===== src/design/scpd_pkg.sv =====
// ----------------------------------------------------------------------------
// scpd_pkg
// Shared types and constants of the sum checked packet deframer.
// ----------------------------------------------------------------------------
`timescale 1ns / 1ps
`default_nettype none

package scpd_pkg;

  localparam int MAX_PAYLOAD_DEF = 32;
  localparam int BYTE_W          = 8;
  localparam int LEN_W           = 6;
  localparam int IDX_W           = 5;
  localparam int CFG_IDX_W       = 2;

  // configuration register indexes
  localparam logic [CFG_IDX_W-1:0] REG_FIRST_SYNC  = 2'd0;
  localparam logic [CFG_IDX_W-1:0] REG_SECOND_SYNC = 2'd1;
  localparam logic [CFG_IDX_W-1:0] REG_LEN_LIMIT   = 2'd2;

  localparam logic [BYTE_W-1:0] FIRST_SYNC_RST  = 8'd170;
  localparam logic [BYTE_W-1:0] SECOND_SYNC_RST = 8'd175;
  localparam logic [LEN_W-1:0]  LEN_LIMIT_RST   = 6'd32;

  // request kinds on the input channel
  localparam logic KIND_BYTE    = 1'b0;
  localparam logic KIND_TIMEOUT = 1'b1;

  typedef enum logic [2:0] {
    PH_SYNC1 = 3'd0,
    PH_SYNC2 = 3'd1,
    PH_ID    = 3'd2,
    PH_LEN   = 3'd3,
    PH_DATA  = 3'd4,
    PH_SUM   = 3'd5
  } phase_t;

  typedef enum logic {
    B_IDLE  = 1'b0,
    B_FETCH = 1'b1
  } bstate_t;

  // descriptor of a frame that passed its checksum
  typedef struct packed {
    logic [BYTE_W-1:0] id;
    logic [LEN_W-1:0]  len;
    logic              bank;
  } desc_t;

endpackage

`default_nettype wire


===== src/design/scpd_ifs.sv =====
// ----------------------------------------------------------------------------
// scpd channel interfaces
// Valid/ready channels for incoming link requests and outgoing results.
// ----------------------------------------------------------------------------
`timescale 1ns / 1ps
`default_nettype none

interface scpd_in_if;
  logic                      valid;
  logic                      ready;
  logic                      kind;
  logic [scpd_pkg::BYTE_W-1:0] rx_byte;

  modport source (output valid, output kind, output rx_byte, input ready);
  modport sink   (input valid, input kind, input rx_byte, output ready);
endinterface

interface scpd_out_if;
  logic                        valid;
  logic                        ready;
  logic [scpd_pkg::BYTE_W-1:0] message_id;
  logic [scpd_pkg::LEN_W-1:0]  payload_length;
  logic [scpd_pkg::IDX_W-1:0]  byte_index;
  logic [scpd_pkg::BYTE_W-1:0] payload_byte;
  logic                        has_payload;
  logic                        last;

  modport source (output valid, output message_id, output payload_length,
                  output byte_index, output payload_byte, output has_payload,
                  output last, input ready);
  modport sink   (input valid, input message_id, input payload_length,
                  input byte_index, input payload_byte, input has_payload,
                  input last, output ready);
endinterface

`default_nettype wire


===== src/design/scpd_ram.sv =====
// ----------------------------------------------------------------------------
// scpd_ram
// Simple dual port RAM: one write port, one read port with registered data.
// ----------------------------------------------------------------------------
`timescale 1ns / 1ps
`default_nettype none

module scpd_ram #(
  parameter int WIDTH = scpd_pkg::BYTE_W,
  parameter int DEPTH = 2 * scpd_pkg::MAX_PAYLOAD_DEF,
  localparam int AW   = (DEPTH > 1) ? $clog2(DEPTH) : 1
) (
  input  wire logic             clk,
  input  wire logic             we,
  input  wire logic [AW-1:0]    waddr,
  input  wire logic [WIDTH-1:0] wdata,
  input  wire logic             re,
  input  wire logic [AW-1:0]    raddr,
  output logic      [WIDTH-1:0] rdata
);

  logic [WIDTH-1:0] mem_r [DEPTH];

  always_ff @(posedge clk) begin
    if (we) begin
      mem_r[waddr] <= wdata;
    end
    if (re) begin
      rdata <= mem_r[raddr];
    end
  end

endmodule

`default_nettype wire


===== src/design/scpd_fifo.sv =====
// ----------------------------------------------------------------------------
// scpd_fifo
// Two entry descriptor queue between the parser and the emitter.
// ----------------------------------------------------------------------------
`timescale 1ns / 1ps
`default_nettype none

module scpd_fifo (
  input  wire logic            clk,
  input  wire logic            rst_n,
  input  wire logic            push,
  input  wire scpd_pkg::desc_t push_desc,
  input  wire logic            pop,
  output scpd_pkg::desc_t      head,
  output logic                 full,
  output logic                 empty
);

  scpd_pkg::desc_t q_r [2];
  logic            wp_r, rp_r;
  logic [1:0]      cnt_r;

  assign full  = (cnt_r == 2'd2);
  assign empty = (cnt_r == 2'd0);
  assign head  = q_r[rp_r];

  always_ff @(posedge clk) begin
    if (push) begin
      q_r[wp_r] <= push_desc;
    end
  end

  always_ff @(posedge clk) begin
    if (!rst_n) begin
      wp_r  <= 1'b0;
      rp_r  <= 1'b0;
      cnt_r <= 2'd0;
    end else begin
      if (push) wp_r <= ~wp_r;
      if (pop)  rp_r <= ~rp_r;
      cnt_r <= cnt_r + {1'b0, push} - {1'b0, pop};
    end
  end

endmodule

`default_nettype wire


===== src/design/scpd_front.sv =====
// ----------------------------------------------------------------------------
// scpd_front
// Frame parser: sync hunt, header, payload capture and checksum check.
// ----------------------------------------------------------------------------
`timescale 1ns / 1ps
`default_nettype none

module scpd_front #(
  parameter int MAX_PAYLOAD = scpd_pkg::MAX_PAYLOAD_DEF,
  localparam int AW         = $clog2(2 * MAX_PAYLOAD)
) (
  input  wire logic                           clk,
  input  wire logic                           rst_n,
  scpd_in_if.sink                             in_ch,
  input  wire logic                           cfg_we,
  input  wire logic [scpd_pkg::CFG_IDX_W-1:0] cfg_index,
  input  wire logic [scpd_pkg::BYTE_W-1:0]    cfg_wdata,
  input  wire logic                           q_full,
  output logic                                push,
  output scpd_pkg::desc_t                     push_desc,
  output logic                                ram_we,
  output logic      [AW-1:0]                  ram_waddr,
  output logic      [scpd_pkg::BYTE_W-1:0]    ram_wdata
);

  localparam logic [scpd_pkg::LEN_W-1:0] MAX_LEN = scpd_pkg::LEN_W'(MAX_PAYLOAD);

  logic [scpd_pkg::BYTE_W-1:0] first_r, second_r;
  logic [scpd_pkg::LEN_W-1:0]  limit_r;

  scpd_pkg::phase_t            phase_r, phase_nxt;
  logic [scpd_pkg::BYTE_W-1:0] sum_r, sum_nxt;
  logic [scpd_pkg::BYTE_W-1:0] id_r, id_nxt;
  logic [scpd_pkg::LEN_W-1:0]  len_r, len_nxt;
  logic [scpd_pkg::LEN_W-1:0]  cnt_r, cnt_nxt;
  logic                        wb_r, wb_nxt;

  logic                        accept;
  logic [scpd_pkg::LEN_W-1:0]  lim;
  logic [scpd_pkg::LEN_W-1:0]  cnt_inc;
  logic [scpd_pkg::BYTE_W-1:0] c;

  always_ff @(posedge clk) begin
    if (!rst_n) begin
      first_r  <= scpd_pkg::FIRST_SYNC_RST;
      second_r <= scpd_pkg::SECOND_SYNC_RST;
      limit_r  <= scpd_pkg::LEN_LIMIT_RST;
    end else if (cfg_we) begin
      unique case (cfg_index)
        scpd_pkg::REG_FIRST_SYNC:  first_r  <= cfg_wdata;
        scpd_pkg::REG_SECOND_SYNC: second_r <= cfg_wdata;
        scpd_pkg::REG_LEN_LIMIT:   limit_r  <= cfg_wdata[scpd_pkg::LEN_W-1:0];
        default: ;
      endcase
    end
  end

  // the bank being filled is still owned by a queued frame only when the queue is full
  assign in_ch.ready = !(q_full && (phase_r == scpd_pkg::PH_DATA ||
                                    phase_r == scpd_pkg::PH_SUM));
  assign accept  = in_ch.valid && in_ch.ready;
  assign c       = in_ch.rx_byte;
  assign lim     = (limit_r > MAX_LEN) ? MAX_LEN : limit_r;
  assign cnt_inc = cnt_r + 6'd1;

  always_ff @(posedge clk) begin
    if (!rst_n) begin
      phase_r <= scpd_pkg::PH_SYNC1;
      sum_r   <= '0;
      id_r    <= '0;
      len_r   <= '0;
      cnt_r   <= '0;
      wb_r    <= 1'b0;
    end else begin
      phase_r <= phase_nxt;
      sum_r   <= sum_nxt;
      id_r    <= id_nxt;
      len_r   <= len_nxt;
      cnt_r   <= cnt_nxt;
      wb_r    <= wb_nxt;
    end
  end

  always_comb begin
    phase_nxt = phase_r;
    sum_nxt   = sum_r;
    id_nxt    = id_r;
    len_nxt   = len_r;
    cnt_nxt   = cnt_r;
    wb_nxt    = wb_r;
    ram_we    = 1'b0;
    ram_waddr = wb_r ? AW'(MAX_PAYLOAD) + AW'(cnt_r) : AW'(cnt_r);
    ram_wdata = c;
    push      = 1'b0;
    push_desc = '{id: id_r, len: len_r, bank: wb_r};
    if (accept) begin
      if (in_ch.kind == scpd_pkg::KIND_TIMEOUT) begin
        phase_nxt = scpd_pkg::PH_SYNC1;
      end else begin
        unique case (phase_r)
          scpd_pkg::PH_SYNC2: begin
            phase_nxt = (c == second_r) ? scpd_pkg::PH_ID : scpd_pkg::PH_SYNC1;
            sum_nxt   = sum_r + c;
          end
          scpd_pkg::PH_ID: begin
            id_nxt    = c;
            phase_nxt = scpd_pkg::PH_LEN;
            sum_nxt   = sum_r + c;
          end
          scpd_pkg::PH_LEN: begin
            if (c <= {2'b00, lim}) begin
              len_nxt   = c[scpd_pkg::LEN_W-1:0];
              cnt_nxt   = '0;
              phase_nxt = (c != 8'd0) ? scpd_pkg::PH_DATA : scpd_pkg::PH_SUM;
              sum_nxt   = sum_r + c;
            end else begin
              phase_nxt = scpd_pkg::PH_SYNC1;
            end
          end
          scpd_pkg::PH_DATA: begin
            ram_we  = 1'b1;
            cnt_nxt = cnt_inc;
            sum_nxt = sum_r + c;
            if (cnt_inc >= len_r) phase_nxt = scpd_pkg::PH_SUM;
          end
          scpd_pkg::PH_SUM: begin
            if (sum_r == c) begin
              push   = 1'b1;
              wb_nxt = ~wb_r;
            end
            phase_nxt = scpd_pkg::PH_SYNC1;
          end
          default: begin
            phase_nxt = (c == first_r) ? scpd_pkg::PH_SYNC2 : scpd_pkg::PH_SYNC1;
            sum_nxt   = c;
          end
        endcase
      end
    end
  end

endmodule

`default_nettype wire


===== src/design/scpd_back.sv =====
// ----------------------------------------------------------------------------
// scpd_back
// Frame emitter: sends an empty frame marker or reads a stored payload and sends one result per byte.
// ----------------------------------------------------------------------------
`timescale 1ns / 1ps
`default_nettype none

module scpd_back #(
  parameter int MAX_PAYLOAD = scpd_pkg::MAX_PAYLOAD_DEF,
  localparam int AW         = $clog2(2 * MAX_PAYLOAD)
) (
  input  wire logic                        clk,
  input  wire logic                        rst_n,
  scpd_out_if.source                       out_ch,
  input  wire scpd_pkg::desc_t             head,
  input  wire logic                        empty,
  output logic                             pop,
  output logic                             ram_re,
  output logic      [AW-1:0]               ram_raddr,
  input  wire logic [scpd_pkg::BYTE_W-1:0] ram_rdata
);

  scpd_pkg::bstate_t           state_r, state_nxt;
  logic [scpd_pkg::LEN_W-1:0]  k_r, k_nxt;
  logic [scpd_pkg::LEN_W-1:0]  k_inc;
  logic                        out_free;
  logic                        load;
  logic                        valid_r;

  logic [scpd_pkg::BYTE_W-1:0] id_r, id_nxt;
  logic [scpd_pkg::LEN_W-1:0]  len_r, len_nxt;
  logic [scpd_pkg::IDX_W-1:0]  idx_r, idx_nxt;
  logic [scpd_pkg::BYTE_W-1:0] data_r, data_nxt;
  logic                        has_r, has_nxt;
  logic                        last_r, last_nxt;

  assign out_free = !valid_r || out_ch.ready;
  assign k_inc    = k_r + 6'd1;

  assign out_ch.valid          = valid_r;
  assign out_ch.message_id     = id_r;
  assign out_ch.payload_length = len_r;
  assign out_ch.byte_index     = idx_r;
  assign out_ch.payload_byte   = data_r;
  assign out_ch.has_payload    = has_r;
  assign out_ch.last           = last_r;

  always_ff @(posedge clk) begin
    if (!rst_n) begin
      state_r <= scpd_pkg::B_IDLE;
      k_r     <= '0;
      valid_r <= 1'b0;
    end else begin
      state_r <= state_nxt;
      k_r     <= k_nxt;
      if (load)              valid_r <= 1'b1;
      else if (out_ch.ready) valid_r <= 1'b0;
    end
  end

  always_ff @(posedge clk) begin
    if (load) begin
      id_r   <= id_nxt;
      len_r  <= len_nxt;
      idx_r  <= idx_nxt;
      data_r <= data_nxt;
      has_r  <= has_nxt;
      last_r <= last_nxt;
    end
  end

  always_comb begin
    state_nxt = state_r;
    k_nxt     = k_r;
    pop       = 1'b0;
    load      = 1'b0;
    ram_re    = 1'b0;
    ram_raddr = head.bank ? AW'(MAX_PAYLOAD) + AW'(k_r) : AW'(k_r);
    id_nxt    = head.id;
    len_nxt   = head.len;
    idx_nxt   = k_r[scpd_pkg::IDX_W-1:0];
    data_nxt  = ram_rdata;
    has_nxt   = 1'b1;
    last_nxt  = (k_inc == head.len);
    unique case (state_r)
      scpd_pkg::B_IDLE: begin
        if (!empty) begin
          if (head.len == '0) begin
            // empty frame: a single marker result, no payload read
            if (out_free) begin
              load     = 1'b1;
              pop      = 1'b1;
              idx_nxt  = '0;
              data_nxt = '0;
              has_nxt  = 1'b0;
              last_nxt = 1'b1;
            end
          end else begin
            ram_re    = 1'b1;
            ram_raddr = head.bank ? AW'(MAX_PAYLOAD) : '0;
            k_nxt     = '0;
            state_nxt = scpd_pkg::B_FETCH;
          end
        end
      end
      scpd_pkg::B_FETCH: begin
        // read data for byte k_r sits on the RAM output until the next read
        if (out_free) begin
          load = 1'b1;
          if (last_nxt) begin
            pop       = 1'b1;
            state_nxt = scpd_pkg::B_IDLE;
          end else begin
            ram_re    = 1'b1;
            ram_raddr = head.bank ? AW'(MAX_PAYLOAD) + AW'(k_inc) : AW'(k_inc);
            k_nxt     = k_inc;
          end
        end
      end
      default: state_nxt = scpd_pkg::B_IDLE;
    endcase
  end

endmodule

`default_nettype wire


===== src/design/sum_checked_packet_deframer.sv =====
// ----------------------------------------------------------------------------
// sum_checked_packet_deframer
// Sync-header, length-framed packet parser with an 8-bit sum checksum.
// ----------------------------------------------------------------------------
// The parser takes one link byte or timeout tick per cycle. A frame whose
// checksum matches is queued and then sent as one result per payload byte
// (one result marked empty for a zero length frame): with the emitter idle,
// the first result passes the descriptor queue, the registered RAM read and
// the output register (an empty frame skips the RAM read); the rest follow
// one per cycle while the receiver is ready. The RAM holds 2 x MAX_PAYLOAD
// bytes as two banks, so the next frame is captured while the last one is
// sent; the input stalls in the payload or checksum phase only while two good
// frames are still waiting to be sent. The RAM needs no clearing after reset.
`timescale 1ns / 1ps
`default_nettype none

module sum_checked_packet_deframer #(
  parameter int MAX_PAYLOAD = scpd_pkg::MAX_PAYLOAD_DEF
) (
  input  wire logic                           clk,
  input  wire logic                           rst_n,
  scpd_in_if.sink                             in_ch,
  scpd_out_if.source                          out_ch,
  input  wire logic                           cfg_we,
  input  wire logic [scpd_pkg::CFG_IDX_W-1:0] cfg_index,
  input  wire logic [scpd_pkg::BYTE_W-1:0]    cfg_wdata
);

  localparam int RAM_DEPTH = 2 * MAX_PAYLOAD;
  localparam int AW        = $clog2(RAM_DEPTH);

  scpd_pkg::desc_t             push_desc, head;
  logic                        push, pop, q_full, q_empty;
  logic                        ram_we, ram_re;
  logic [AW-1:0]               ram_waddr, ram_raddr;
  logic [scpd_pkg::BYTE_W-1:0] ram_wdata, ram_rdata;

  scpd_front #(.MAX_PAYLOAD(MAX_PAYLOAD)) u_front (
    .clk       (clk),
    .rst_n     (rst_n),
    .in_ch     (in_ch),
    .cfg_we    (cfg_we),
    .cfg_index (cfg_index),
    .cfg_wdata (cfg_wdata),
    .q_full    (q_full),
    .push      (push),
    .push_desc (push_desc),
    .ram_we    (ram_we),
    .ram_waddr (ram_waddr),
    .ram_wdata (ram_wdata)
  );

  scpd_fifo u_fifo (
    .clk       (clk),
    .rst_n     (rst_n),
    .push      (push),
    .push_desc (push_desc),
    .pop       (pop),
    .head      (head),
    .full      (q_full),
    .empty     (q_empty)
  );

  scpd_ram #(.WIDTH(scpd_pkg::BYTE_W), .DEPTH(RAM_DEPTH)) u_ram (
    .clk   (clk),
    .we    (ram_we),
    .waddr (ram_waddr),
    .wdata (ram_wdata),
    .re    (ram_re),
    .raddr (ram_raddr),
    .rdata (ram_rdata)
  );

  scpd_back #(.MAX_PAYLOAD(MAX_PAYLOAD)) u_back (
    .clk       (clk),
    .rst_n     (rst_n),
    .out_ch    (out_ch),
    .head      (head),
    .empty     (q_empty),
    .pop       (pop),
    .ram_re    (ram_re),
    .ram_raddr (ram_raddr),
    .ram_rdata (ram_rdata)
  );

endmodule

`default_nettype wire


===== src/flat_wrapper.sv =====
// flat-port wrapper written by rule: the top's interface ports become plain ports
module sum_checked_packet_deframer_flat 
#(
  parameter int MAX_PAYLOAD = scpd_pkg::MAX_PAYLOAD_DEF
)
  (clk, rst_n, cfg_we, cfg_index, cfg_wdata, in_ch_valid, in_ch_kind, in_ch_rx_byte, in_ch_ready, out_ch_valid, out_ch_message_id, out_ch_payload_length, out_ch_byte_index, out_ch_payload_byte, out_ch_has_payload, out_ch_last, out_ch_ready);
  scpd_in_if in_ch_i ();
  scpd_out_if out_ch_i ();
  input  wire logic clk;
  input  wire logic rst_n;
  input  wire logic cfg_we;
  input  wire logic [scpd_pkg::CFG_IDX_W-1:0] cfg_index;
  input  wire logic [scpd_pkg::BYTE_W-1:0] cfg_wdata;
  input wire logic [$bits(in_ch_i.valid)-1:0] in_ch_valid;
  input wire logic [$bits(in_ch_i.kind)-1:0] in_ch_kind;
  input wire logic [$bits(in_ch_i.rx_byte)-1:0] in_ch_rx_byte;
  output wire logic [$bits(in_ch_i.ready)-1:0] in_ch_ready;
  output wire logic [$bits(out_ch_i.valid)-1:0] out_ch_valid;
  output wire logic [$bits(out_ch_i.message_id)-1:0] out_ch_message_id;
  output wire logic [$bits(out_ch_i.payload_length)-1:0] out_ch_payload_length;
  output wire logic [$bits(out_ch_i.byte_index)-1:0] out_ch_byte_index;
  output wire logic [$bits(out_ch_i.payload_byte)-1:0] out_ch_payload_byte;
  output wire logic [$bits(out_ch_i.has_payload)-1:0] out_ch_has_payload;
  output wire logic [$bits(out_ch_i.last)-1:0] out_ch_last;
  input wire logic [$bits(out_ch_i.ready)-1:0] out_ch_ready;
  assign in_ch_i.valid = in_ch_valid;
  assign in_ch_i.kind = in_ch_kind;
  assign in_ch_i.rx_byte = in_ch_rx_byte;
  assign in_ch_ready = in_ch_i.ready;
  assign out_ch_valid = out_ch_i.valid;
  assign out_ch_message_id = out_ch_i.message_id;
  assign out_ch_payload_length = out_ch_i.payload_length;
  assign out_ch_byte_index = out_ch_i.byte_index;
  assign out_ch_payload_byte = out_ch_i.payload_byte;
  assign out_ch_has_payload = out_ch_i.has_payload;
  assign out_ch_last = out_ch_i.last;
  assign out_ch_i.ready = out_ch_ready;
  sum_checked_packet_deframer #(.MAX_PAYLOAD(MAX_PAYLOAD)) u_core (.clk(clk), .rst_n(rst_n), .in_ch(in_ch_i), .out_ch(out_ch_i), .cfg_we(cfg_we), .cfg_index(cfg_index), .cfg_wdata(cfg_wdata));
endmodule

===== config.mk =====
export PLATFORM = sky130hd
export DESIGN_NAME = sum_checked_packet_deframer_flat
export DESIGN_NICKNAME = d
export VERILOG_FILES = /design/src/design/scpd_pkg.sv /design/src/design/scpd_ifs.sv /design/src/design/scpd_ram.sv /design/src/design/scpd_fifo.sv /design/src/design/scpd_front.sv /design/src/design/scpd_back.sv /design/src/design/sum_checked_packet_deframer.sv /design/src/flat_wrapper.sv
export SDC_FILE = /design/constraint.sdc
export NUM_CORES = 1
export LEC_CHECK = 0
export ABC_AREA = 1
export BUFFER_PORTS_ARGS = -buffer_cell sky130_fd_sc_hd__clkbuf_2
export CELL_PAD_IN_SITES_DETAIL_PLACEMENT = 0
export CELL_PAD_IN_SITES_GLOBAL_PLACEMENT = 2
export CORE_AREA = 5 5 258 310
export CTS_CLUSTER_DIAMETER = 40
export DETAILED_ROUTE_END_ITERATION = 8
export DIE_AREA = 0 0 263 315
export PLACE_DENSITY_LB_ADDON = 0.12
export SYNTH_ARGS = -nofsm -noshare
export SYNTH_HDL_FRONTEND = slang
export SYNTH_SLANG_ARGS = --single-unit

===== constraint.sdc =====
create_clock -name clk -period 2.79 [get_ports clk]
set_input_delay 0 -clock clk [delete_from_list [all_inputs] [get_ports clk]]
set_output_delay 0 -clock clk [all_outputs]
set_load 0.02 [all_outputs]

==> impl_metrics.json, run 1 <==
{
  "status": "complete, but fails checks",
  "failed_checks": "setup timing",
  "die_h_um": 315,
  "arrival_ns": 3.34,
  "cts-root-buf": "clkbuf_16",
  "drc": 0,
  "slowest_delay_ns": 0.37,
  "ant_nets": 0,
  "top_regs": "u_core.u_ram.mem_r: 512 flops, u_core.u_fifo.q_r: 30 flops",
  "powerDensity_nw_per_um2": 609,
  "boundaryPins": 55,
  "ys_ff_latch": 646,
  "fin_crit_ns": 2.95,
  "relSlewSlack_pct": 52.8,
  "worst-r2r-setup-slack_ns": -0.16,
  "syn_area_per_cell_um2": 10.4,
  "nNetsFinal": 3177,
  "hold_class": "in -> reg",
  "synth_fp_nets": 2805,
  "swShare_pct": 22.5,
  "netlist_area_um2": 28800,
  "clockPowerShare_pct": 52.5,
  "synth_cells": 2757,
  "cp_top_family": "simple AND/OR/NAND/NOR gates",
  "max-vdd-ir-drop_mv": 0.436,
  "fin_crit_sh_pct": 106,
  "reg2regPathDepth": 22,
  "synth_edf_count": 579,
  "vias": 21700,
  "core_area_um2": 76200,
  "drv_slew": 0,
  "hp-start": "in_ch_rx_byte[3]",
  "netlist.area_leader.share_pct": 60.4,
  "fmax_ghz": 0.339,
  "fin_cells": 4230,
  "dpl.cell_count": 3963,
  "vias_per_cell": 5.12,
  "largest_reg_flops": 512,
  "drtPass1Iterations": 5,
  "first_global_vias": 21300,
  "clk_pin_slew_ns": 0.06,
  "wl_per_cell_um": 22.6,
  "start_kind": "flop",
  "path_max_fanout": 6,
  "endpoint_kind": "flop",
  "pre_cts_ws_ns": -0.541,
  "final_cell_mix": "579 x edfxtp_1, 513 x nand2_1, 446 x nand3_1, 340 x inv_1, 254 x buf_4",
  "worst_hold_slack_ns": 0.0246,
  "hold_viol_final": 0,
  "skew_ns": 0.0221,
  "grt-ovfl-total": 0,
  "finalSetupViolCount": 8,
  "rows": 111,
  "total_power_mw": 23.1,
  "worst_pin_slew_ns": 0.708,
  "synth-warning-count": 0,
  "final_common_cell": "edfxtp_1",
  "drt_iter0_markers": 1843,
  "largest_register": "u_core.u_ram.mem_r",
  "internal-power_mw": 17.9,
  "clkLatencyLatePin_ns": 0.64,
  "cts_made_buffers": 97,
  "synth_ff_type": "edfxtp_1",
  "routed_wl_um": 95600,
  "async_reset_ff_share_pct": 0,
  "worst-path-buf-inv": 7,
  "die-area_um2": 82800,
  "power_switching_mw": 5.22,
  "cp.required_ns": 3.18,
  "post-dp-hpwl_um": 59500,
  "cp_cell_sequence": "buf_6 > nand2_1 > nand2_2 > buf_4 > nand2_1 > nand2_1 > nor2_2 > nand3_4 > nand2_4 > buf_6 > nand2_4 > o21ai_4 > inv_2 > nor2_4 > buf_12 > buf_12 > buf_12 > nand3_4 > nand3_4 > nand3_4 > nand3_4 > nand2_2",
  "max_cap_viol_count": 0,
  "synth.distinct_cells": 49,
  "grt_pass1_wl_um": 137000,
  "grt_max_degree": 58,
  "initial_core_util_pct": 37.8,
  "ys_seq_area_share_pct": 65.0,
  "fin_ws_ns": -0.156,
  "criticalPathCategory": "reg -> reg",
  "p_leak_nw": 15.1,
  "h-tree-depth": 3,
  "worst_r2r_endpoint": "u_core.u_ram.rdata[5]$_DFFE_PP_",
  "cts_tree": "done",
  "rsz0062_at_grt": "yes",
  "drive_above_1_share_pct": 23.8,
  "synthTopCellsByArea": "edfxtp_1 60%, nand3_1 10%, nand2_1 7.0%",
  "combPwrFrac_pct": 2.0,
  "seqPwrFrac_pct": 45.6,
  "fin_tns_setup_ns": -1.04,
  "gp_congestion": 0.869,
  "crit_top_cell": "nand3_4",
  "clock-sinks": 646,
  "grt_use_total_pct": 21.9,
  "antenna_found_initial": 1,
  "worstHoldPathCells": 2,
  "clk_path_buf_depth": 3,
  "hold_end": "u_core.u_ram.mem_r[29][3]$_DFFE_PP_",
  "area_growth_pct": 31.8,
  "port_buffers": 54,
  "yosysTopAreaCell": "edfxtp_1",
  "die_x_um": 263,
  "cpMaxStageDelayCell": "dfxtp_4"
}
-- cells in the mapped netlist, types with 5 or more instances --
| cell | n |
|---|---|
| nand3_1 | 587 |
| edfxtp_1 | 579 |
| nand2_1 | 534 |
| inv_1 | 342 |
| nand3b_1 | 153 |
| nor2_1 | 138 |
| dfxtp_1 | 67 |
| buf_2 | 65 |
| clkbuf_1 | 50 |
| o21ai_0 | 44 |
| a21oi_1 | 39 |
| ha_1 | 23 |
| buf_1 | 16 |
| buf_4 | 14 |
| xor2_1 | 13 |
| xnor2_1 | 12 |
| nor3_1 | 11 |
| inv_2 | 9 |
| nand4_1 | 9 |
| nor4_1 | 5 |
| o21ai_1 | 5 |
-- how the worst max path moves through the flow --
stage	cells past startpoint	startpoint	slack (ns)	to
5_1_grt	22	u_core.u_back.k_r[0]$_SDFFE_PN0P_	-0.28	u_core.u_ram.rdata[1]$_DFFE_PP_
3_3_place_gp	21	u_core.u_back.k_r[0]$_SDFFE_PN0P_	-0.59	u_core.u_ram.rdata[3]$_DFFE_PP_
4_1_cts	19	flop	-0.23	u_core.u_ram.rdata[3]$_DFFE_PP_
6_report	22	flop	-0.16	u_core.u_ram.rdata[5]$_DFFE_PP_
3_5_place_dp	20	u_core.u_back.k_r[2]$_SDFFE_PN0P_	-0.54	u_core.u_ram.rdata[3]$_DFFE_PP_
2_1_floorplan	15	flop	0.06	u_core.u_fifo.cnt_r[1]$_SDFF_PN0_
-- power by group through the flow --
stage,Sequential (mW),Combinational [mW],Clock (mW)
final,10.5,0.453,12.1
after global routing,10.5,0.496,12.8
after CTS,10.5,0.462,12.4
after detailed placement,10.7,0.433,0
after global placement,10.7,0.424,0
after floorplan,10.7,0.132,0
-- what timing repair did --
action                     in CTS  in global routing
buffers inserted               20                 18
hold buffers                   29                  0
setup endpoints to repair       8                  9
cloned                          9                 13
resized for setup              92                176
pin swaps                      18                 64
hold endpoints to repair      114                  0
-- logic make-up (layout without fill, tap and decap cells) --
logic type	after synthesis	in the layout	share of synthesized area, %
xor gates and xnor gates	25	25	0.760
adders and majority gates	24	24	1.07
AOI/OAI and AO/OA	108	108	2.15
and+or+nand+nor	1452	1453	23.9
DFF	646	646	65.0
other	0	2	0
buffers and inverters	500	953	7.01
muxes	2	2	0.0695
-- per-stage QoR --
stage	cell area [um2]	util [%]
final	38000	49.8
after detailed placement	32300	42.3
after global routing	38000	49.8
after floorplan	28800	-
after CTS	36700	48.1
after global placement	32300	42.3
-- worst reg2reg max path: stages, from the launching register on --
cell,delay [ns]
dfxtp_4,0.37
buf_6,0.13
nand2_1,0.07
nand2_2,0.08
buf_4,0.14
nand2_1,0.04
nand2_1,0.06
nor2_2,0.15
nand3_4,0.11
nand2_4,0.11
buf_6,0.13
nand2_4,0.05
o21ai_4,0.06
inv_2,0.07
nor2_4,0.17
buf_12,0.18
buf_12,0.16
buf_12,0.16
nand3_4,0.08
nand3_4,0.10
nand3_4,0.11
nand3_4,0.12
nand2_2,0.06
-- metal layers --
| layer | up-vias | wire length (um) | share of wire (%) | track usage [%] |
|---|---|---|---|---|
| met3 | 148 | 4340 | 4.5 | 3.03 |
| li1 | 10200 | - | - | - |
| met5 | - | 0 | 0 | 0 |
| met2 | 586 | 49100 | 51 | 39.1 |
| met4 | 0 | 3150 | 3.3 | 7.22 |
| met1 | 10700 | 39000 | 41 | 27.5 |
-- final cells by class --
cell class,instances,area [um2]
tap,1017,1270
fill,6920,38300
clock inverter,76,777
sequential,646,18700
inverter,354,1350
antenna,2,5.00
clock buffer,105,2480
multi-input combinational,1612,9180
timing repair buffer,418,4190
(Power assumes the default switching activity.)
==> run 2: changes to the inputs <==
--- a/config.mk
+++ b/config.mk
@@ -9,10 +9,10 @@
 export BUFFER_PORTS_ARGS = -buffer_cell sky130_fd_sc_hd__clkbuf_2
 export CELL_PAD_IN_SITES_DETAIL_PLACEMENT = 0
 export CELL_PAD_IN_SITES_GLOBAL_PLACEMENT = 2
-export CORE_AREA = 5 5 258 310
+export CORE_AREA = 5 5 237 286
 export CTS_CLUSTER_DIAMETER = 40
 export DETAILED_ROUTE_END_ITERATION = 8
-export DIE_AREA = 0 0 263 315
+export DIE_AREA = 0 0 242 291
 export PLACE_DENSITY_LB_ADDON = 0.12
 export SYNTH_ARGS = -nofsm -noshare
 export SYNTH_HDL_FRONTEND = slang
==> constraint.sdc (replaced) <==
create_clock -name clk -period 3.6 [get_ports clk]
set_input_delay 0 -clock clk [delete_from_list [all_inputs] [get_ports clk]]
set_output_delay 0 -clock clk [all_outputs]
set_load 0.02 [all_outputs]
==> run 2 against run 1 <==
Effect of this change: the run now ends clean; power fell by 25%; cell count down 8.5%; clock-buffer cell count did not move; cell area fell by 9.5%; via count down 5.0%; critical path depth shrank 9; sequential share of layout area is 5.2 points higher; register-to-register slack improved by 0.42 ns; clock power is 26% lower; sequential cell count is the same; critical path type unchanged; critical endpoint is now u_core.u_front.phase_r[1]$_SDFFE_PN0P_.
==> impl_metrics.json, run 2 (same netlist as run 1, synthesis figures left out) <==
{
  "cp_cell_sequence": "ha_1 > ha_1 > a21boi_0 > o21a_1 > o21a_1 > o21a_1 > o21ai_0 > nand2_1 > nand3_1 > dlygate4sd3_1 > nand2_1 > a21oi_1 > dlygate4sd3_1",
  "r2r_start": "u_core.u_front.cnt_r[1]$_SDFFE_PN0P_",
  "cp.required_ns": 4.16,
  "grt_max_degree": 87,
  "post-dp-hpwl_um": 54100,
  "fillers": 5789,
  "vias": 20600,
  "crit_top_cell": "o21a_1",
  "finalSetupViolCount": 0,
  "core_area_um2": 65000,
  "cts-root-buf": "clkbuf_16",
  "grt_pass1_wl_um": 129000,
  "skew_ns": 0.0196,
  "drtPass1Iterations": 6,
  "criticalPathCategory": "reg -> reg",
  "p_leak_nw": 13.6,
  "place_area_um2": 30900,
  "drv_slew": 0,
  "clk_pin_slew_ns": 0.06,
  "max-vdd-ir-drop_mv": 0.351,
  "gp_congestion": 0.835,
  "boundaryPins": 55,
  "fin_tns_setup_ns": 0,
  "cpMaxStageDelayCell": "dlygate4sd3_1",
  "grt_use_total_pct": 23.9,
  "cts_tree": "done",
  "multi_input_area_um2": 8100,
  "antenna_cells": 0,
  "arrival_ns": 3.89,
  "ff_latch_area_um2": 18700,
  "vias_per_cell": 5.32,
  "fin_crit_ns": 3.33,
  "worstHoldPathCells": 1,
  "largest_register": "u_core.u_ram.mem_r",
  "die_x_um": 242,
  "total_power_mw": 17.4,
  "rows": 103,
  "h-tree-depth": 3,
  "worst_pin_slew_ns": 1.01,
  "routed_wl_um": 85600,
  "status": "finished clean",
  "first_global_vias": 20400,
  "clkLatencyLatePin_ns": 0.63,
  "fin_crit_sh_pct": 92.6,
  "relSlewSlack_pct": 32.4,
  "area_growth_pct": 19.3,
  "fin_util_pct": 52.9,
  "die-area_um2": 70400,
  "hold_viol_final": 0,
  "crit_path_start": "u_core.u_front.cnt_r[1]$_SDFFE_PN0P_",
  "cts_made_buffers": 92,
  "wl_per_cell_um": 22.1,
  "largest_reg_flops": 512,
  "antenna_found_initial": 1,
  "initial_core_util_pct": 44.4,
  "reg2regPathDepth": 13,
  "nNetsFinal": 3000,
  "fin_ws_ns": 0.268,
  "die_h_um": 291,
  "slowest_delay_ns": 0.60,
  "final_common_cell": "nand3_1",
  "final_cell_mix": "586 x nand3_1, 579 x edfxtp_1, 534 x nand2_1, 342 x inv_1, 153 x nand3b_1",
  "top_regs": "u_core.u_ram.mem_r: 512 flops, u_core.u_fifo.q_r: 30 flops",
  "endpoint_kind": "flop",
  "final_area_um2": 34400,
  "worst_r2r_endpoint": "u_core.u_front.phase_r[1]$_SDFFE_PN0P_",
  "drt_iter0_markers": 1767,
  "path_max_fanout": 6,
  "clock-sinks": 646,
  "ant_nets": 0,
  "powerDensity_nw_per_um2": 507,
  "endpoint": "u_core.u_front.phase_r[1]$_SDFFE_PN0P_",
  "port_buffers": 54,
  "fmax_ghz": 0.300,
  "hold_class": "in -> reg",
  "grt-ovfl-total": 0,
  "start_kind": "flop",
  "drc": 0,
  "drive_above_1_share_pct": 13.2,
  "pre_cts_ws_ns": -0.0725,
  "max_cap_viol_count": 0,
  "clk_path_buf_depth": 3,
  "worst-r2r-setup-slack_ns": 0.27
}
[run 2: cell types whose count changed in the layout (fill, tap and decap cells not counted), moves of 7 or more]
cell / before / now
inv_6: 23 / 13
buf_12: 41 / 19
nand3_4: 38 / 3
buf_4: 254 / 135
buf_6: 19 / 3
nand3_2: 107 / 2
nand2_2: 21 / 1
nand3_1: 446 / 586
clkinv_2: 9 / 16
clkbuf_16: 110 / 95
buf_16: 13 / 1
nand2_1: 513 / 534
[run 2: where the power goes]
part | switching, mW | total [mW] | internal (mW)
Combinational | 0.250 | 0.343 | 0.0930
Clock | 3.51 | 8.92 | 5.41
Sequential | 0.0110 | 8.18 | 8.17
Total | 3.77 | 17.4 | 13.7
[run 2: worst max-delay path, delay by kind of cell, from the launching register on]
family / cells / cell delay, ns
adders and majority gates: 2 / 0.56
AOI/OAI and AO/OA: 6 / 0.87
and+or+nand+nor: 3 / 0.26
DFF: 1 / 0.41
buffers and inverters: 2 / 1.17
[run 2: timing repair]
action	in CTS	in global routing
endpoints found under the setup margin	6	8
pin swaps	0	2
gates resized for setup	1	13
gates cloned	0	0
buffers inserted	0	8
hold endpoints to repair	87	0
hold buffers	35	0
[run 2: worst min-delay path by stage]
| stage | from | end | slack, ns |
|---|---|---|---|
| after floorplan | in_ch_rx_byte[0] | u_core.u_ram.mem_r[0][0]$_DFFE_PP_ | 0.1 |
| after global placement | cfg_wdata[0] | u_core.u_front.second_r[0]$_SDFFE_PN1P_ | 0.28 |
| after detailed placement | cfg_wdata[7] | u_core.u_front.second_r[7]$_SDFFE_PN1P_ | 0.28 |
| after CTS | in_ch_rx_byte[7] | u_core.u_ram.mem_r[3][7]$_DFFE_PP_ | 0.01 |
| after global routing | in_ch_rx_byte[7] | u_core.u_ram.mem_r[3][7]$_DFFE_PP_ | 0.03 |
| final | in_ch_rx_byte[7] | u_core.u_ram.mem_r[3][7]$_DFFE_PP_ | 0.02 |
[run 2: metrics by stage]
step / std cells / hold slack [ns]
2_1_floorplan: 2757 / 0.0989
3_3_place_gp: 3655 / 0.276
3_5_place_dp: 3655 / 0.281
4_1_cts: 3861 / 0.0112
5_1_grt: 3869 / 0.0273
6_report: 3869 / 0.0155
[run 2: layout make-up]
class / instances / area share (%)
inverter: 354 / 3.90
sequential: 646 / 54.5
tap: 840 / 3.06
clock buffer: 105 / 7.03
timing repair buffer: 247 / 6.07
multi-input combinational: 1611 / 23.6
clock inverter: 66 / 1.89
[run 2: routing by layer]
metal	global-route usage, %	vias up	part of all wire [%]	wire (um)
li1	-	9808	-	-
met1	31.0	10000	42	35500
met2	41.2	598	50	42400
met3	3.54	139	5.5	4690
met4	8.62	0	3.5	2960
met5	0	-	0	0
==> run 3: changes to the inputs <==
--- a/config.mk
+++ b/config.mk
@@ -10,6 +10,7 @@
 export CELL_PAD_IN_SITES_DETAIL_PLACEMENT = 0
 export CELL_PAD_IN_SITES_GLOBAL_PLACEMENT = 2
 export CORE_AREA = 5 5 237 286
+export CTS_BUF_LIST = sky130_fd_sc_hd__clkbuf_8
 export CTS_CLUSTER_DIAMETER = 40
 export DETAILED_ROUTE_END_ITERATION = 8
 export DIE_AREA = 0 0 242 291
==> run 3 against run 2 <==
Effect of this change: die area stayed put; critical path type unchanged; sequential share of layout area is 1.6 points higher; clock power is 29% lower; sequential cell count stayed put; cell area is 2.8% lower.
==> impl_metrics.json, run 3 (same netlist as run 1, synthesis figures left out) <==
{
  "status": "finished clean",
  "power_switching_mw": 3.26,
  "ff_latch_area_um2": 18700,
  "grt_pass1_wl_um": 129000,
  "swShare_pct": 22.0,
  "port_buffers": 54,
  "largest_register": "u_core.u_ram.mem_r",
  "drc": 0,
  "seqPwrFrac_pct": 55.0,
  "fmax_ghz": 0.294,
  "clkLatencyLatePin_ns": 0.69,
  "endpoint_kind": "flop",
  "boundaryPins": 55,
  "max_cap_viol_count": 0,
  "grt-ovfl-total": 0,
  "drtPass1Iterations": 5,
  "arrival_ns": 4.02,
  "die-area_um2": 70400,
  "total_power_mw": 14.9,
  "relSlewSlack_pct": 29.9,
  "final_common_cell": "nand3_1",
  "nNetsFinal": 3018,
  "area_growth_pct": 16.0,
  "clk_pin_slew_ns": 0.06,
  "hold_viol_final": 0,
  "clock-sinks": 646,
  "vias": 20600,
  "grt_use_total_pct": 23.9,
  "worst_hold_slack_ns": 0.144,
  "cts_made_buffers": 109,
  "fin_crit_sh_pct": 94.5,
  "criticalPathCategory": "reg -> reg",
  "gp_congestion": 0.835,
  "hold_class": "in -> reg",
  "combPwrFrac_pct": 2.3,
  "fin_cells": 3901,
  "drive_above_1_share_pct": 12.6,
  "core_area_um2": 65000,
  "powerDensity_nw_per_um2": 445,
  "largest_reg_flops": 512,
  "cp.required_ns": 4.22,
  "post-dp-hpwl_um": 54100,
  "p_leak_nw": 13.3,
  "path_max_fanout": 6,
  "cts_tree": "done",
  "finalSetupViolCount": 0,
  "fin_crit_ns": 3.40,
  "wl_per_cell_um": 21.9,
  "antenna_found_initial": 2,
  "dpl.cell_count": 3655,
  "clockPowerShare_pct": 42.7,
  "initial_core_util_pct": 44.4,
  "die_x_um": 242,
  "drt_iter0_markers": 1716,
  "clk_path_buf_depth": 3,
  "max-vdd-ir-drop_mv": 0.335,
  "vias_per_cell": 5.27,
  "first_global_vias": 20600,
  "skew_ns": 0.0384,
  "worst_pin_slew_ns": 1.05,
  "drv_slew": 0,
  "ant_nets": 0,
  "routed_wl_um": 85600,
  "internal-power_mw": 11.6,
  "fillers": 5908,
  "cts-root-buf": "clkbuf_8",
  "h-tree-depth": 3,
  "final_cell_mix": "586 x nand3_1, 579 x edfxtp_1, 534 x nand2_1, 372 x inv_1, 153 x nand3b_1",
  "grt_max_degree": 87,
  "rows": 103,
  "multi_input_area_um2": 8100,
  "start_kind": "flop",
  "die_h_um": 291,
  "top_regs": "u_core.u_ram.mem_r: 512 flops, u_core.u_fifo.q_r: 30 flops"
}
[run 3: changes by cell type in the layout (fill, tap and decap cells not counted), moves of 2 or more]
cell | before | now
bufinv_16 | 7 | 5
clkbuf_1 | 10 | 0
clkbuf_16 | 95 | 0
clkbuf_8 | 0 | 116
clkinv_1 | 7 | 29
clkinv_4 | 10 | 2
clkinvlp_4 | 10 | 4
dlygate4sd3_1 | 35 | 37
inv_1 | 342 | 372
inv_6 | 13 | 1
inv_8 | 6 | 0
[run 3: layer usage]
layer	wire length, um	part of all wire, %	global-route usage [%]	vias to the layer above
met5	0	0	0	-
met4	2950	3.4	8.95	0
met3	4540	5.3	3.27	140
met2	42500	50	41.3	609
met1	35600	42	30.9	9975
li1	-	-	-	9839
[run 3: layout make-up]
| class | instances | area share, % |
|---|---|---|
| Antenna cell | 1 | 0.00749 |
| Clock buffer | 116 | 4.78 |
| Clock inverter | 85 | 1.50 |
| Inverter | 354 | 4.01 |
| Multi-Input combinational cell | 1611 | 24.2 |
| Sequential cell | 646 | 56.0 |
| Tap cell | 840 | 3.14 |
| Timing Repair Buffer | 248 | 6.28 |
[run 3: power by group through the flow]
stage	sequential, mW	combinational, mW	clock, mW
after floorplan	8.33	0.102	0
after global placement	8.33	0.311	0
after detailed placement	8.33	0.320	0
after CTS	8.17	0.349	6.49
after global routing	8.17	0.377	6.87
final	8.17	0.346	6.34
[run 3: final timing paths]
path / slack (ns) / cells past startpoint / startpoint / endpoint
setup / recovery: 0.20 / 13 / u_core.u_front.cnt_r[1]$_SDFFE_PN0P_ / u_core.u_front.phase_r[2]$_SDFFE_PN0P_
hold / removal: 0.14 / 4 / cfg_wdata[6] / u_core.u_front.second_r[6]$_SDFFE_PN0P_
setup reg to reg: 0.20 / 13 / u_core.u_front.cnt_r[1]$_SDFFE_PN0P_ / u_core.u_front.phase_r[2]$_SDFFE_PN0P_
hold reg to reg: 0.46 / 1 / u_core.u_fifo.rp_r$_SDFFE_PN0P_ / flop
[run 3: through the flow]
stage               worst slack [ns]  setup TNS, ns  area (um2)  util (%)
finish                         0.198              0       33400      51.5
global route                -0.00329       -0.00385       33400      51.5
CTS                           0.0419              0       33300      51.3
detailed placement           -0.0725         -0.327       30900      47.5
global placement             -0.0235        -0.0379       30900      47.5
floorplan                      0.599              0       28800         -
[run 3: what timing repair did]
action                                  in CTS  in global routing
hold buffers                                37                  0
setup buffers                                0                  7
endpoints found under the setup margin       6                  7
pin swaps                                    0                  2
gates resized for setup                      1                 13
endpoints found under the hold margin      183                  0
[run 3: worst max-delay path, cell delays in order, from the launching register on]
cell and delay [ns]:
dfxtp_1 0.42, ha_1 0.29, ha_1 0.27, a21boi_0 0.12, o21a_1 0.17, o21a_1 0.16
o21a_1 0.15, o21ai_0 0.15, nand2_1 0.12, nand3_1 0.08, dlygate4sd3_1 0.60, nand2_1 0.06
a21oi_1 0.14, dlygate4sd3_1 0.58
